**src/hdl/ctl_pkg.sv**
```systemverilog
// Shared constants and helpers for the closed tour length block.
package ctl_pkg;

	localparam int COORD_BITS_DEF = 16;
	localparam int FRAC_BITS_DEF  = 8;
	localparam int MAX_POINTS_DEF = 16384;

	// number of root bits one edge produces: integer pairs plus fraction bits
	function automatic int ctl_steps(input int coord_bits, input int frac_bits);
		return coord_bits + 1 + frac_bits;
	endfunction

endpackage

```
**src/hdl/ctl_sqrt.sv**
```systemverilog
// Restoring square root unit, one root bit per cycle.
module ctl_sqrt #(
	parameter int COORD_BITS = ctl_pkg::COORD_BITS_DEF,
	parameter int FRAC_BITS  = ctl_pkg::FRAC_BITS_DEF
) (
	input  logic                                         clk,
	input  logic                                         arst_n,
	input  logic                                         start,
	input  logic [2*(COORD_BITS+1)-1:0]                  radicand,
	output logic                                         done,
	output logic [ctl_pkg::ctl_steps(COORD_BITS, FRAC_BITS)-1:0] root
);
	import ctl_pkg::*;

	localparam int STEPS    = ctl_steps(COORD_BITS, FRAC_BITS);
	localparam int RAD_BITS = 2 * (COORD_BITS + 1);
	localparam int REM_BITS = STEPS + 2;
	localparam int CNT_BITS = $clog2(STEPS + 1);

	logic [RAD_BITS-1:0] rad_q;
	logic [REM_BITS-1:0] rem_q;
	logic [STEPS-1:0]    root_q;
	logic [CNT_BITS-1:0] cnt_q;
	logic                busy_q;
	logic                done_q;

	logic [REM_BITS+1:0] rem_sh;
	logic [REM_BITS+1:0] trial;
	logic                take;
	logic [REM_BITS+1:0] rem_nx;

	always_comb begin
		rem_sh = {rem_q, rad_q[RAD_BITS-1 -: 2]};
		trial  = {2'b00, root_q, 2'b01};
		take   = (rem_sh >= trial);
		rem_nx = take ? (rem_sh - trial) : rem_sh;
	end

	always_ff @(posedge clk or negedge arst_n) begin
		if (!arst_n) begin
			busy_q <= 1'b0;
			done_q <= 1'b0;
			cnt_q  <= '0;
		end else begin
			done_q <= 1'b0;
			if (start) begin
				busy_q <= 1'b1;
				cnt_q  <= CNT_BITS'(STEPS);
			end else if (busy_q) begin
				cnt_q <= cnt_q - 1'b1;
				if (cnt_q == CNT_BITS'(1)) begin
					busy_q <= 1'b0;
					done_q <= 1'b1;
				end
			end
		end
	end

	always_ff @(posedge clk) begin
		if (start) begin
			rad_q  <= radicand;
			rem_q  <= '0;
			root_q <= '0;
		end else if (busy_q) begin
			// fraction steps shift in zero pairs below the radicand
			rad_q  <= {rad_q[RAD_BITS-3:0], 2'b00};
			rem_q  <= rem_nx[REM_BITS-1:0];
			root_q <= {root_q[STEPS-2:0], take};
		end
	end

	assign done = done_q;
	assign root = root_q;

endmodule

```
**src/hdl/closed_tour_length.sv**
```systemverilog
// Closed Euclidean tour length: a request per point, total on the last point.
// First point: stored as first and previous point. Other points: an edge (ST_SQX, ST_SQY
// square the x and y distances, ST_ROOT waits for the root bits of the shared sqrt unit,
// ST_ADD adds the root to the sum), then a return to ST_IDLE for the next request. Last point:
// its edge, the closing edge and ST_FIN, which loads the result once its register is free.
// One point at a time; reset clears control state and the running sum, no clearing pass.
module closed_tour_length #(
	parameter int COORD_BITS = ctl_pkg::COORD_BITS_DEF,
	parameter int FRAC_BITS  = ctl_pkg::FRAC_BITS_DEF,
	parameter int MAX_POINTS = ctl_pkg::MAX_POINTS_DEF
) (
	input  logic                                          clk,
	input  logic                                          arst_n,
	input  logic                                          s_axis_tvalid,
	output logic                                          s_axis_tready,
	// point_x, point_y
	input  logic [((2*COORD_BITS+7)/8)*8-1:0]             s_axis_tdata,
	// last_point
	input  logic                                          s_axis_tlast,
	output logic                                          m_axis_tvalid,
	input  logic                                          m_axis_tready,
	// tour_length
	output logic [((COORD_BITS+FRAC_BITS+$clog2(MAX_POINTS)+8)/8)*8-1:0] m_axis_tdata,
	// length_saturated
	output logic                                          m_axis_tuser
);
	import ctl_pkg::*;

	localparam int STEPS     = ctl_steps(COORD_BITS, FRAC_BITS);
	localparam int MAG_BITS  = COORD_BITS + 1;
	localparam int D2_BITS   = 2 * MAG_BITS;
	localparam int SUM_BITS  = COORD_BITS + 1 + FRAC_BITS + $clog2(MAX_POINTS);
	localparam int OUT_BITS  = ((SUM_BITS + 7) / 8) * 8;

	localparam logic [2:0] ST_IDLE = 3'd0;
	localparam logic [2:0] ST_SQX  = 3'd1;
	localparam logic [2:0] ST_SQY  = 3'd2;
	localparam logic [2:0] ST_ROOT = 3'd3;
	localparam logic [2:0] ST_ADD  = 3'd4;
	localparam logic [2:0] ST_FIN  = 3'd5;

	logic [2:0] state_q;

	logic signed [COORD_BITS-1:0] first_x_q, first_y_q;
	logic signed [COORD_BITS-1:0] prev_x_q, prev_y_q;
	logic signed [COORD_BITS-1:0] cur_x_q, cur_y_q;
	logic                         last_q;
	logic                         closing_q;
	logic                         started_q;
	logic [SUM_BITS-1:0]          sum_q;
	logic                         sat_q;
	logic [D2_BITS-1:0]           d2_q;
	logic                         out_valid_q;
	logic [SUM_BITS-1:0]          out_len_q;
	logic                         out_sat_q;

	logic                         in_fire;
	logic signed [COORD_BITS-1:0] in_x, in_y;
	logic signed [COORD_BITS-1:0] a_x, a_y, b_x, b_y;
	logic signed [MAG_BITS-1:0]   dx, dy;
	logic [MAG_BITS-1:0]          mag_x, mag_y, mul_in;
	logic [D2_BITS-1:0]           sq;
	logic                         root_start;
	logic                         root_done;
	logic [STEPS-1:0]             root;
	logic [SUM_BITS:0]            sum_ext;
	logic                         out_free;

	assign in_fire = s_axis_tvalid && s_axis_tready;
	assign in_x    = s_axis_tdata[COORD_BITS-1:0];
	assign in_y    = s_axis_tdata[2*COORD_BITS-1:COORD_BITS];

	// closing edge runs from the last point back to the first
	always_comb begin
		a_x    = closing_q ? cur_x_q : prev_x_q;
		a_y    = closing_q ? cur_y_q : prev_y_q;
		b_x    = closing_q ? first_x_q : cur_x_q;
		b_y    = closing_q ? first_y_q : cur_y_q;
		dx     = {b_x[COORD_BITS-1], b_x} - {a_x[COORD_BITS-1], a_x};
		dy     = {b_y[COORD_BITS-1], b_y} - {a_y[COORD_BITS-1], a_y};
		mag_x  = dx[MAG_BITS-1] ? MAG_BITS'(-dx) : MAG_BITS'(dx);
		mag_y  = dy[MAG_BITS-1] ? MAG_BITS'(-dy) : MAG_BITS'(dy);
		mul_in = (state_q == ST_SQX) ? mag_x : mag_y;
		sq     = mul_in * mul_in;
		sum_ext = {1'b0, sum_q} + {{(SUM_BITS + 1 - STEPS){1'b0}}, root};
	end

	assign root_start = (state_q == ST_SQY);
	assign out_free   = !out_valid_q || m_axis_tready;

	ctl_sqrt #(
		.COORD_BITS(COORD_BITS),
		.FRAC_BITS (FRAC_BITS)
	) u_sqrt (
		.clk     (clk),
		.arst_n  (arst_n),
		.start   (root_start),
		.radicand(d2_q + sq),
		.done    (root_done),
		.root    (root)
	);

	always_ff @(posedge clk or negedge arst_n) begin
		if (!arst_n) begin
			state_q     <= ST_IDLE;
			started_q   <= 1'b0;
			closing_q   <= 1'b0;
			last_q      <= 1'b0;
			sum_q       <= '0;
			sat_q       <= 1'b0;
			first_x_q   <= '0;
			first_y_q   <= '0;
			prev_x_q    <= '0;
			prev_y_q    <= '0;
			out_valid_q <= 1'b0;
		end else begin
			if (state_q == ST_FIN && out_free) begin
				out_valid_q <= 1'b1;
			end else if (m_axis_tready) begin
				out_valid_q <= 1'b0;
			end
			case (state_q)
				ST_IDLE: begin
					if (in_fire) begin
						last_q    <= s_axis_tlast;
						// a one-point tour goes straight to its closing edge
						closing_q <= !started_q && s_axis_tlast;
						if (!started_q) begin
							first_x_q <= in_x;
							first_y_q <= in_y;
							prev_x_q  <= in_x;
							prev_y_q  <= in_y;
							sum_q     <= '0;
							sat_q     <= 1'b0;
							started_q <= 1'b1;
							if (s_axis_tlast) begin
								state_q <= ST_SQX;
							end
						end else begin
							state_q <= ST_SQX;
						end
					end
				end
				ST_SQX: begin
					state_q <= ST_SQY;
				end
				ST_SQY: begin
					state_q <= ST_ROOT;
				end
				ST_ROOT: begin
					if (root_done) begin
						state_q <= ST_ADD;
					end
				end
				ST_ADD: begin
					if (sum_ext[SUM_BITS]) begin
						sum_q <= '1;
						sat_q <= 1'b1;
					end else begin
						sum_q <= sum_ext[SUM_BITS-1:0];
					end
					if (closing_q) begin
						state_q <= ST_FIN;
					end else begin
						prev_x_q <= cur_x_q;
						prev_y_q <= cur_y_q;
						if (last_q) begin
							closing_q <= 1'b1;
							state_q   <= ST_SQX;
						end else begin
							state_q <= ST_IDLE;
						end
					end
				end
				ST_FIN: begin
					// hold until the result register is free
					if (out_free) begin
						started_q   <= 1'b0;
						closing_q   <= 1'b0;
						sum_q       <= '0;
						sat_q       <= 1'b0;
						first_x_q   <= '0;
						first_y_q   <= '0;
						prev_x_q    <= '0;
						prev_y_q    <= '0;
						state_q     <= ST_IDLE;
					end
				end
				default: begin
					state_q <= ST_IDLE;
				end
			endcase
		end
	end

	always_ff @(posedge clk) begin
		if (in_fire) begin
			cur_x_q <= in_x;
			cur_y_q <= in_y;
		end
		if (state_q == ST_SQX) begin
			d2_q <= sq;
		end
		if (state_q == ST_FIN && out_free) begin
			out_len_q <= sum_q;
			out_sat_q <= sat_q;
		end
	end

	assign s_axis_tready = (state_q == ST_IDLE);
	assign m_axis_tvalid = out_valid_q;
	assign m_axis_tdata  = OUT_BITS'(out_len_q);
	assign m_axis_tuser  = out_sat_q;

	a_root_in_root_state: assert property (@(posedge clk) disable iff (!arst_n)
		root_done |-> (state_q == ST_ROOT))
		else $error("root result outside the root wait");

	a_busy_after_edge_request: assert property (@(posedge clk) disable iff (!arst_n)
		(in_fire && started_q) |=> !s_axis_tready)
		else $error("request taken while an edge is still pending");

	a_result_from_fin: assert property (@(posedge clk) disable iff (!arst_n)
		$rose(m_axis_tvalid) |-> ($past(state_q) == ST_FIN))
		else $error("result raised outside the finish step");

endmodule
```
**config.mk**
```make
export PLATFORM = sky130hd
export DESIGN_NAME = closed_tour_length
export DESIGN_NICKNAME = d
export VERILOG_FILES = /design/src/hdl/ctl_pkg.sv /design/src/hdl/ctl_sqrt.sv /design/src/hdl/closed_tour_length.sv
export SDC_FILE = /design/constraint.sdc
export NUM_CORES = 1
export LEC_CHECK = 0
export BUFFER_PORTS_ARGS = -buffer_cell sky130_fd_sc_hd__buf_4
export CORE_ASPECT_RATIO = 0.8
export CORE_MARGIN = 5
export CORE_UTILIZATION = 40
export DETAILED_ROUTE_END_ITERATION = 6
export PLACE_DENSITY_LB_ADDON = 0.12
export SYNTH_ARGS = -nofsm -noshare
export SYNTH_HDL_FRONTEND = slang
export SYNTH_SLANG_ARGS = --single-unit
```
**constraint.sdc**
```tcl
create_clock -name clk -period 23.8 [get_ports clk]
set_clock_uncertainty 0.05 [all_clocks]
set_input_delay 3.57 -clock clk [delete_from_list [all_inputs] [get_ports clk]]
set_output_delay 3.57 -clock clk [all_outputs]
set_load 0.01 [all_outputs]
```
==> results.json, run 1 <==
{
  "status": "complete, no violations",
  "synth_top_area_cell": "edfxtp_1",
  "gp_congestion": 0.892,
  "antenna_found_initial": 0,
  "synthMuxAreaShare_pct": 4.35,
  "drtIter0Drc": 1194,
  "grt_usage_pct": 17.9,
  "dp_hpwl_um": 48200,
  "hold_class": "reg -> reg",
  "finalSetupViolations": 0,
  "cts_root_buf": "clkbuf_16",
  "report.final.slew_viol_count": 0,
  "via_per_inst": 5.17,
  "synthAdderAreaFrac_pct": 25.5,
  "die_y_um": 240,
  "numCtsBuffers": 35,
  "crit_type": "reg -> reg",
  "grt_max_degree": 92,
  "synthXorXnorAreaFrac_pct": 5.86,
  "synthSimpleGateAreaFrac_pct": 11.9,
  "synth_flop_cell": "edfxtp_1",
  "worst_pin_slew_ns": 1.18,
  "cts_tree": "done",
  "startpoint_type": "register",
  "arrival_ns": 13.73,
  "setup-tns-final_ns": 0,
  "synth_top_family_by_area": "adder cells",
  "first_pass_iters": 5,
  "synth_compound_area_share_pct": 14.7,
  "cts_setup_buffers": 0,
  "worstSetupEndpointType": "register",
  "ant_nets": 0,
  "grt_pass1_wl_um": 106000,
  "crit_top_cell": "fa_1",
  "ctsHoldBuffers": 0,
  "rsz0062_at_grt": "false",
  "timing.max_cap.violations": 0,
  "syn-instance-count": 2838,
  "core_area_um2": 65600,
  "vias": 19500,
  "timing.critical_path.slowest_stage_cell": "dfrtp_2",
  "clock_latency_ns": 0.55,
  "async_flop_share_pct": 38.2,
  "ys_types": 83,
  "crit_fanout": 39,
  "syn_area_per_cell_um2": 9.29,
  "synth-seq-area-share_pct": 31.0,
  "syn_to_final_growth_pct": 10.1,
  "required_ns": 24.15,
  "start_util_pct": 40.2,
  "relSlewSlack_pct": 20.9,
  "drive_gt1_share_pct": 7.77,
  "first_global_vias": 19700,
  "netlist_top_cells_area": "edfxtp_1 16%, fa_1 15%, dfrtp_1 11%, ha_1 11%, inv_1 5.0%",
  "rows": 84,
  "synth_warnings": 0,
  "ys_top_cells_by_count": "352 x inv_1, 328 x nand2_1, 228 x ha_1, 212 x o21ai_0, 208 x nor2_1",
  "pin_count": 80,
  "netlist_area_um2": 26400,
  "cts_sinks": 309,
  "final_hold_viol_count": 0,
  "post-route-period-util_pct": 56.2,
  "ctsResizeCount": 0,
  "max_stage_delay_ns": 0.82,
  "fill_cells": 6403,
  "timing.final.crit_period_ns": 13.38,
  "dieWidth_um": 297,
  "nets": 3342,
  "portBuffers": 78,
  "drt-total-wl_um": 63800,
  "max_freq_mhz": 74.7,
  "path_clk_slew_ns": 0.06,
  "h-tree-depth": 2,
  "route.detailed.drc": 0,
  "grt_overflow": 0,
  "synth_top_area_share_pct": 15.8,
  "avgRoutedWirePerCell_um": 16.9,
  "synth_edf_count": 139,
  "synth_most_common_cell": "inv_1",
  "dieArea_um2": 71200,
  "synth_seq_cells": 309,
  "clockBufferDepth": 3
}
## layout make-up
cell class	count	area (um^2)	share of cell area, %
clock buffer	47	972	3.35
tap	860	1080	3.71
inverter	360	1350	4.65
sequential	309	8170	28.1
timing repair buffer	101	758	2.61
antenna	1	2.50	0.00862
multi-input combinational	2076	16500	56.9
clock inverter	17	180	0.620
## logic make-up (layout without fill, tap and decap cells)
group           count (synthesis)  in the layout
flops                         309            309
buf+inv                       463            525
other cells                     2             13
compound gates                635            635
simple gates                  723            723
fa+ha+maj                     422            422
xor+xnor                      175            175
mux                           109            109
## per-layer routing
metal | share of wire, % | wire length (um) | vias to the layer above | GRT usage (%)
li1 | - | - | 9679 | -
met1 | 51 | 32300 | 9389 | 26.7
met2 | 43 | 27400 | 351 | 27.4
met3 | 4.2 | 2680 | 87 | 2.81
met4 | 2.2 | 1400 | 0 | 4.57
met5 | 0 | 0 | - | 0
## worst paths after layout
path | slack, ns | startpoint | end | cells past startpoint
worst max-delay path | 10.42 | closing_q$_DFFE_PN0P_ | u_sqrt.rad_q[33]$_DFFE_PP_ | 48
worst min-delay path | 0.42 | sat_q$_DFFE_PN0P_ | m_axis_tuser$_DFFE_PP_ | 0
worst max register to register | 10.42 | closing_q$_DFFE_PN0P_ | u_sqrt.rad_q[33]$_DFFE_PP_ | 48
worst min register to register | 0.42 | sat_q$_DFFE_PN0P_ | m_axis_tuser$_DFFE_PP_ | 0
max in group asynchronous | 19.21 | arst_n | u_sqrt.busy_q$_DFF_PN0_ | 2
min in group asynchronous | 2.99 | arst_n | prev_x_q[3]$_DFFE_PN0P_ | 1
## stage by stage
stage / hold slack [ns] / utilization, % / area [um^2] / setup WS (ns) / instances
after floorplan: 0.376 / - / 26400 / 12.26 / 2848
final: 0.418 / 44.3 / 29000 / 10.42 / 3771
after CTS: 0.423 / 44.3 / 29000 / 10.35 / 3770
after detailed placement: 0.408 / 42.5 / 27900 / 10.38 / 3706
after global routing: 0.435 / 44.3 / 29000 / 9.52 / 3770
after global placement: 0.408 / 42.5 / 27900 / 10.50 / 3706
## placed cells by master, fill, tap and decap left out, types with 8 or more instances in the layout
master     synthesis  final
inv_1            352    352
clkinv_1           5     10
conb_1             2     12
o21a_1            18     18
fa_1             194    194
clkbuf_16          0     36
o21bai_1          22     22
or2_2              8      8
xor2_1            68     68
nor3_1            33     32
ha_1             228    228
and3_1            15     15
a22oi_1           33     33
or3_1             10     10
o21ai_0          212    212
dfrtp_1          118    116
nand4_1           14     14
a31oi_1           19     19
xnor2_1          106    106
buf_4              1    101
edfxtp_1         139    139
nor2_1           208    207
dfxtp_1           52     52
a21oi_1          178    177
and2_1            14     14
nand2_1          328    327
a21o_1            54     54
clkbuf_1          83      8
mux2_2            35     35
a211oi_1          15     15
nand3_1           32     32
nor2b_1           19     18
mux2i_1           73     73
nand2b_1          20     20
## sequential cells by signal (all words and copies together), names as in the netlist, 3 cells and up
| name | flops |
|---|---|
| d2_q | 33 |
| u_sqrt.root | 25 |
| out_len_q | 39 |
| sum_q | 39 |
| cur_y_q | 16 |
| first_x_q | 16 |
| u_sqrt.rem_q | 27 |
| cur_x_q | 16 |
| state_q | 3 |
| u_sqrt.rad_q | 34 |
| first_y_q | 16 |
| prev_y_q | 16 |
| u_sqrt.cnt_q | 5 |
| prev_x_q | 16 |
## worst max-delay path, delay by kind of cell (launching register included)
| kind | cells | cell delay (ns) |
|---|---|---|
| mux | 1 | 0.26 |
| fa+ha+maj | 10 | 4.35 |
| xor+xnor | 4 | 0.97 |
| compound gates | 16 | 4.05 |
| flops | 1 | 0.82 |
| buf+inv | 8 | 1.58 |
| simple gates | 9 | 1.13 |
Power of run 1 is left out: the tool's default activity adds up to more than one toggle a clock period on the data nets, which glitch-free logic cannot reach.
==> run 2: changes to the inputs <==
==> constraint.sdc (replaced) <==
create_clock -name clk -period 10.75 [get_ports clk]
set_clock_uncertainty 0.05 [all_clocks]
set_input_delay 1.6125 -clock clk [delete_from_list [all_inputs] [get_ports clk]]
set_output_delay 1.6125 -clock clk [all_outputs]
set_load 0.01 [all_outputs]
==> results.json, run 2 (synthesized netlist as in run 1, its figures left out) <==
{
  "status": "complete, no violations",
  "ant_nets": 0,
  "start_util_pct": 40.2,
  "via_per_inst": 5.07,
  "multiInputGateArea_um2": 17200,
  "dieWidth_um": 297,
  "rsz0062_at_grt": "true",
  "cts_sinks": 309,
  "final_cell_mix": "408 x buf_4, 343 x inv_1, 323 x nand2_1",
  "arrival_ns": 11.08,
  "path_clk_slew_ns": 0.06,
  "hold_ws_ns": 0.419,
  "dp_slack_ns": -0.470,
  "syn_to_final_growth_pct": 22.8,
  "worstSetupEndpointType": "register",
  "report.final.slew_viol_count": 0,
  "avgRoutedWirePerCell_um": 16.3,
  "setup-tns-final_ns": 0,
  "pin_count": 80,
  "timing.rr.end": "u_sqrt.rad_q[33]$_DFFE_PP_",
  "rows": 84,
  "final_hold_viol_count": 0,
  "final_common_cell": "buf_4",
  "startpoint_type": "register",
  "route.detailed.drc": 0,
  "core_area_um2": 65600,
  "antenna_found_initial": 1,
  "seq_area_um2": 8170,
  "endpoint": "u_sqrt.rad_q[33]$_DFFE_PP_",
  "clock_latency_ns": 0.57,
  "crit_buf_inv": 8,
  "first_pass_iters": 6,
  "finalSetupViolations": 0,
  "required_ns": 11.13,
  "max_stage_delay_ns": 0.56,
  "post-route-period-util_pct": 99.5,
  "portBuffers": 78,
  "path_delay_family": "adder cells",
  "dp_hpwl_um": 51100,
  "clockBufferDepth": 3,
  "h-tree-depth": 2,
  "rr_startpoint": "closing_q$_DFFE_PN0P_",
  "dieArea_um2": 71200,
  "grt_pass1_wl_um": 111000,
  "rrSetupSlack_ns": 0.05,
  "fill_cells": 6150,
  "gp_congestion": 0.872,
  "die_y_um": 240,
  "fin_ws_ns": 0.0489,
  "cp-startpoint": "closing_q$_DFFE_PN0P_",
  "max_freq_mhz": 93.4,
  "grt_usage_pct": 18.6,
  "grt_overflow": 0,
  "holdCritStartpoint": "sat_q$_DFFE_PN0P_",
  "drtIter0Drc": 937,
  "timing.max_cap.violations": 0,
  "antenna_cells": 0,
  "crit_fanout": 22,
  "drt-total-wl_um": 66600,
  "timing.critical_path.slowest_stage_cell": "fa_1",
  "cts_root_buf": "clkbuf_16",
  "timing.final.crit_period_ns": 10.70,
  "numCtsBuffers": 36,
  "vias": 20800,
  "relSlewSlack_pct": 16.8,
  "cts_tree": "done",
  "rr_worst_depth": 45,
  "crit_type": "reg -> reg",
  "worst_pin_slew_ns": 1.25,
  "reg_top3": "out_len_q (39), sum_q (39), u_sqrt.rad_q (34)",
  "cp.depth": 45,
  "hold_class": "reg -> reg",
  "first_global_vias": 21400,
  "nets": 3668,
  "grt_max_degree": 87,
  "drive_gt1_share_pct": 21.0
}
[run 2: changes by cell type in the layout (fill, tap and decap cells not counted), moves of 19 or more]
| cell | delta |
|---|---|
| a21oi_2 | +19 |
| a21oi_1 | -19 |
| buf_4 | +307 |
| o21ai_0 | -23 |
[run 2: layout make-up]
cell class,count,share of cell area (%)
flip-flops and latches,309,25.2
multi-input cells,2076,53.2
clock inverters,18,0.854
repair buffers,426,10.2
inverters,360,4.19
clock buffers,47,2.98
well taps,860,3.32
[run 2: through the flow]
| stage | utilization [%] | instance area [um^2] | std cells |
|---|---|---|---|
| floorplan | - | 26500 | 2848 |
| detailed placement | 46.0 | 30200 | 4003 |
| global route | 49.4 | 32400 | 4096 |
| CTS | 48.5 | 31800 | 4082 |
| finish | 49.4 | 32400 | 4096 |
| global placement | 46.0 | 30200 | 4003 |
[run 2: worst min-delay path by stage]
stage	end	slack (ns)	cells after the start
after floorplan	m_axis_tuser$_DFFE_PP_	0.38	0
after global placement	m_axis_tuser$_DFFE_PP_	0.39	0
after detailed placement	m_axis_tuser$_DFFE_PP_	0.41	0
after CTS	m_axis_tuser$_DFFE_PP_	0.42	0
after global routing	m_axis_tuser$_DFFE_PP_	0.44	0
final	m_axis_tuser$_DFFE_PP_	0.42	0
[run 2: per-layer routing]
| metal | track usage (%) | vias up | share of wire [%] |
|---|---|---|---|
| met5 | 0 | - | 0 |
| met2 | 29.7 | 329 | 44 |
| li1 | - | 10300 | - |
| met3 | 2.81 | 65 | 4.1 |
| met1 | 27.2 | 10000 | 50 |
| met4 | 3.85 | 0 | 1.6 |
[run 2: what timing repair did]
item                                    in CTS  in global routing
hold buffers                                 0                  0
gates resized for setup                     58                117
setup buffers                               14                 15
pin swaps                                   29                 46
endpoints found under the setup margin       8                 12
Power of run 2 is left out for the same reason.
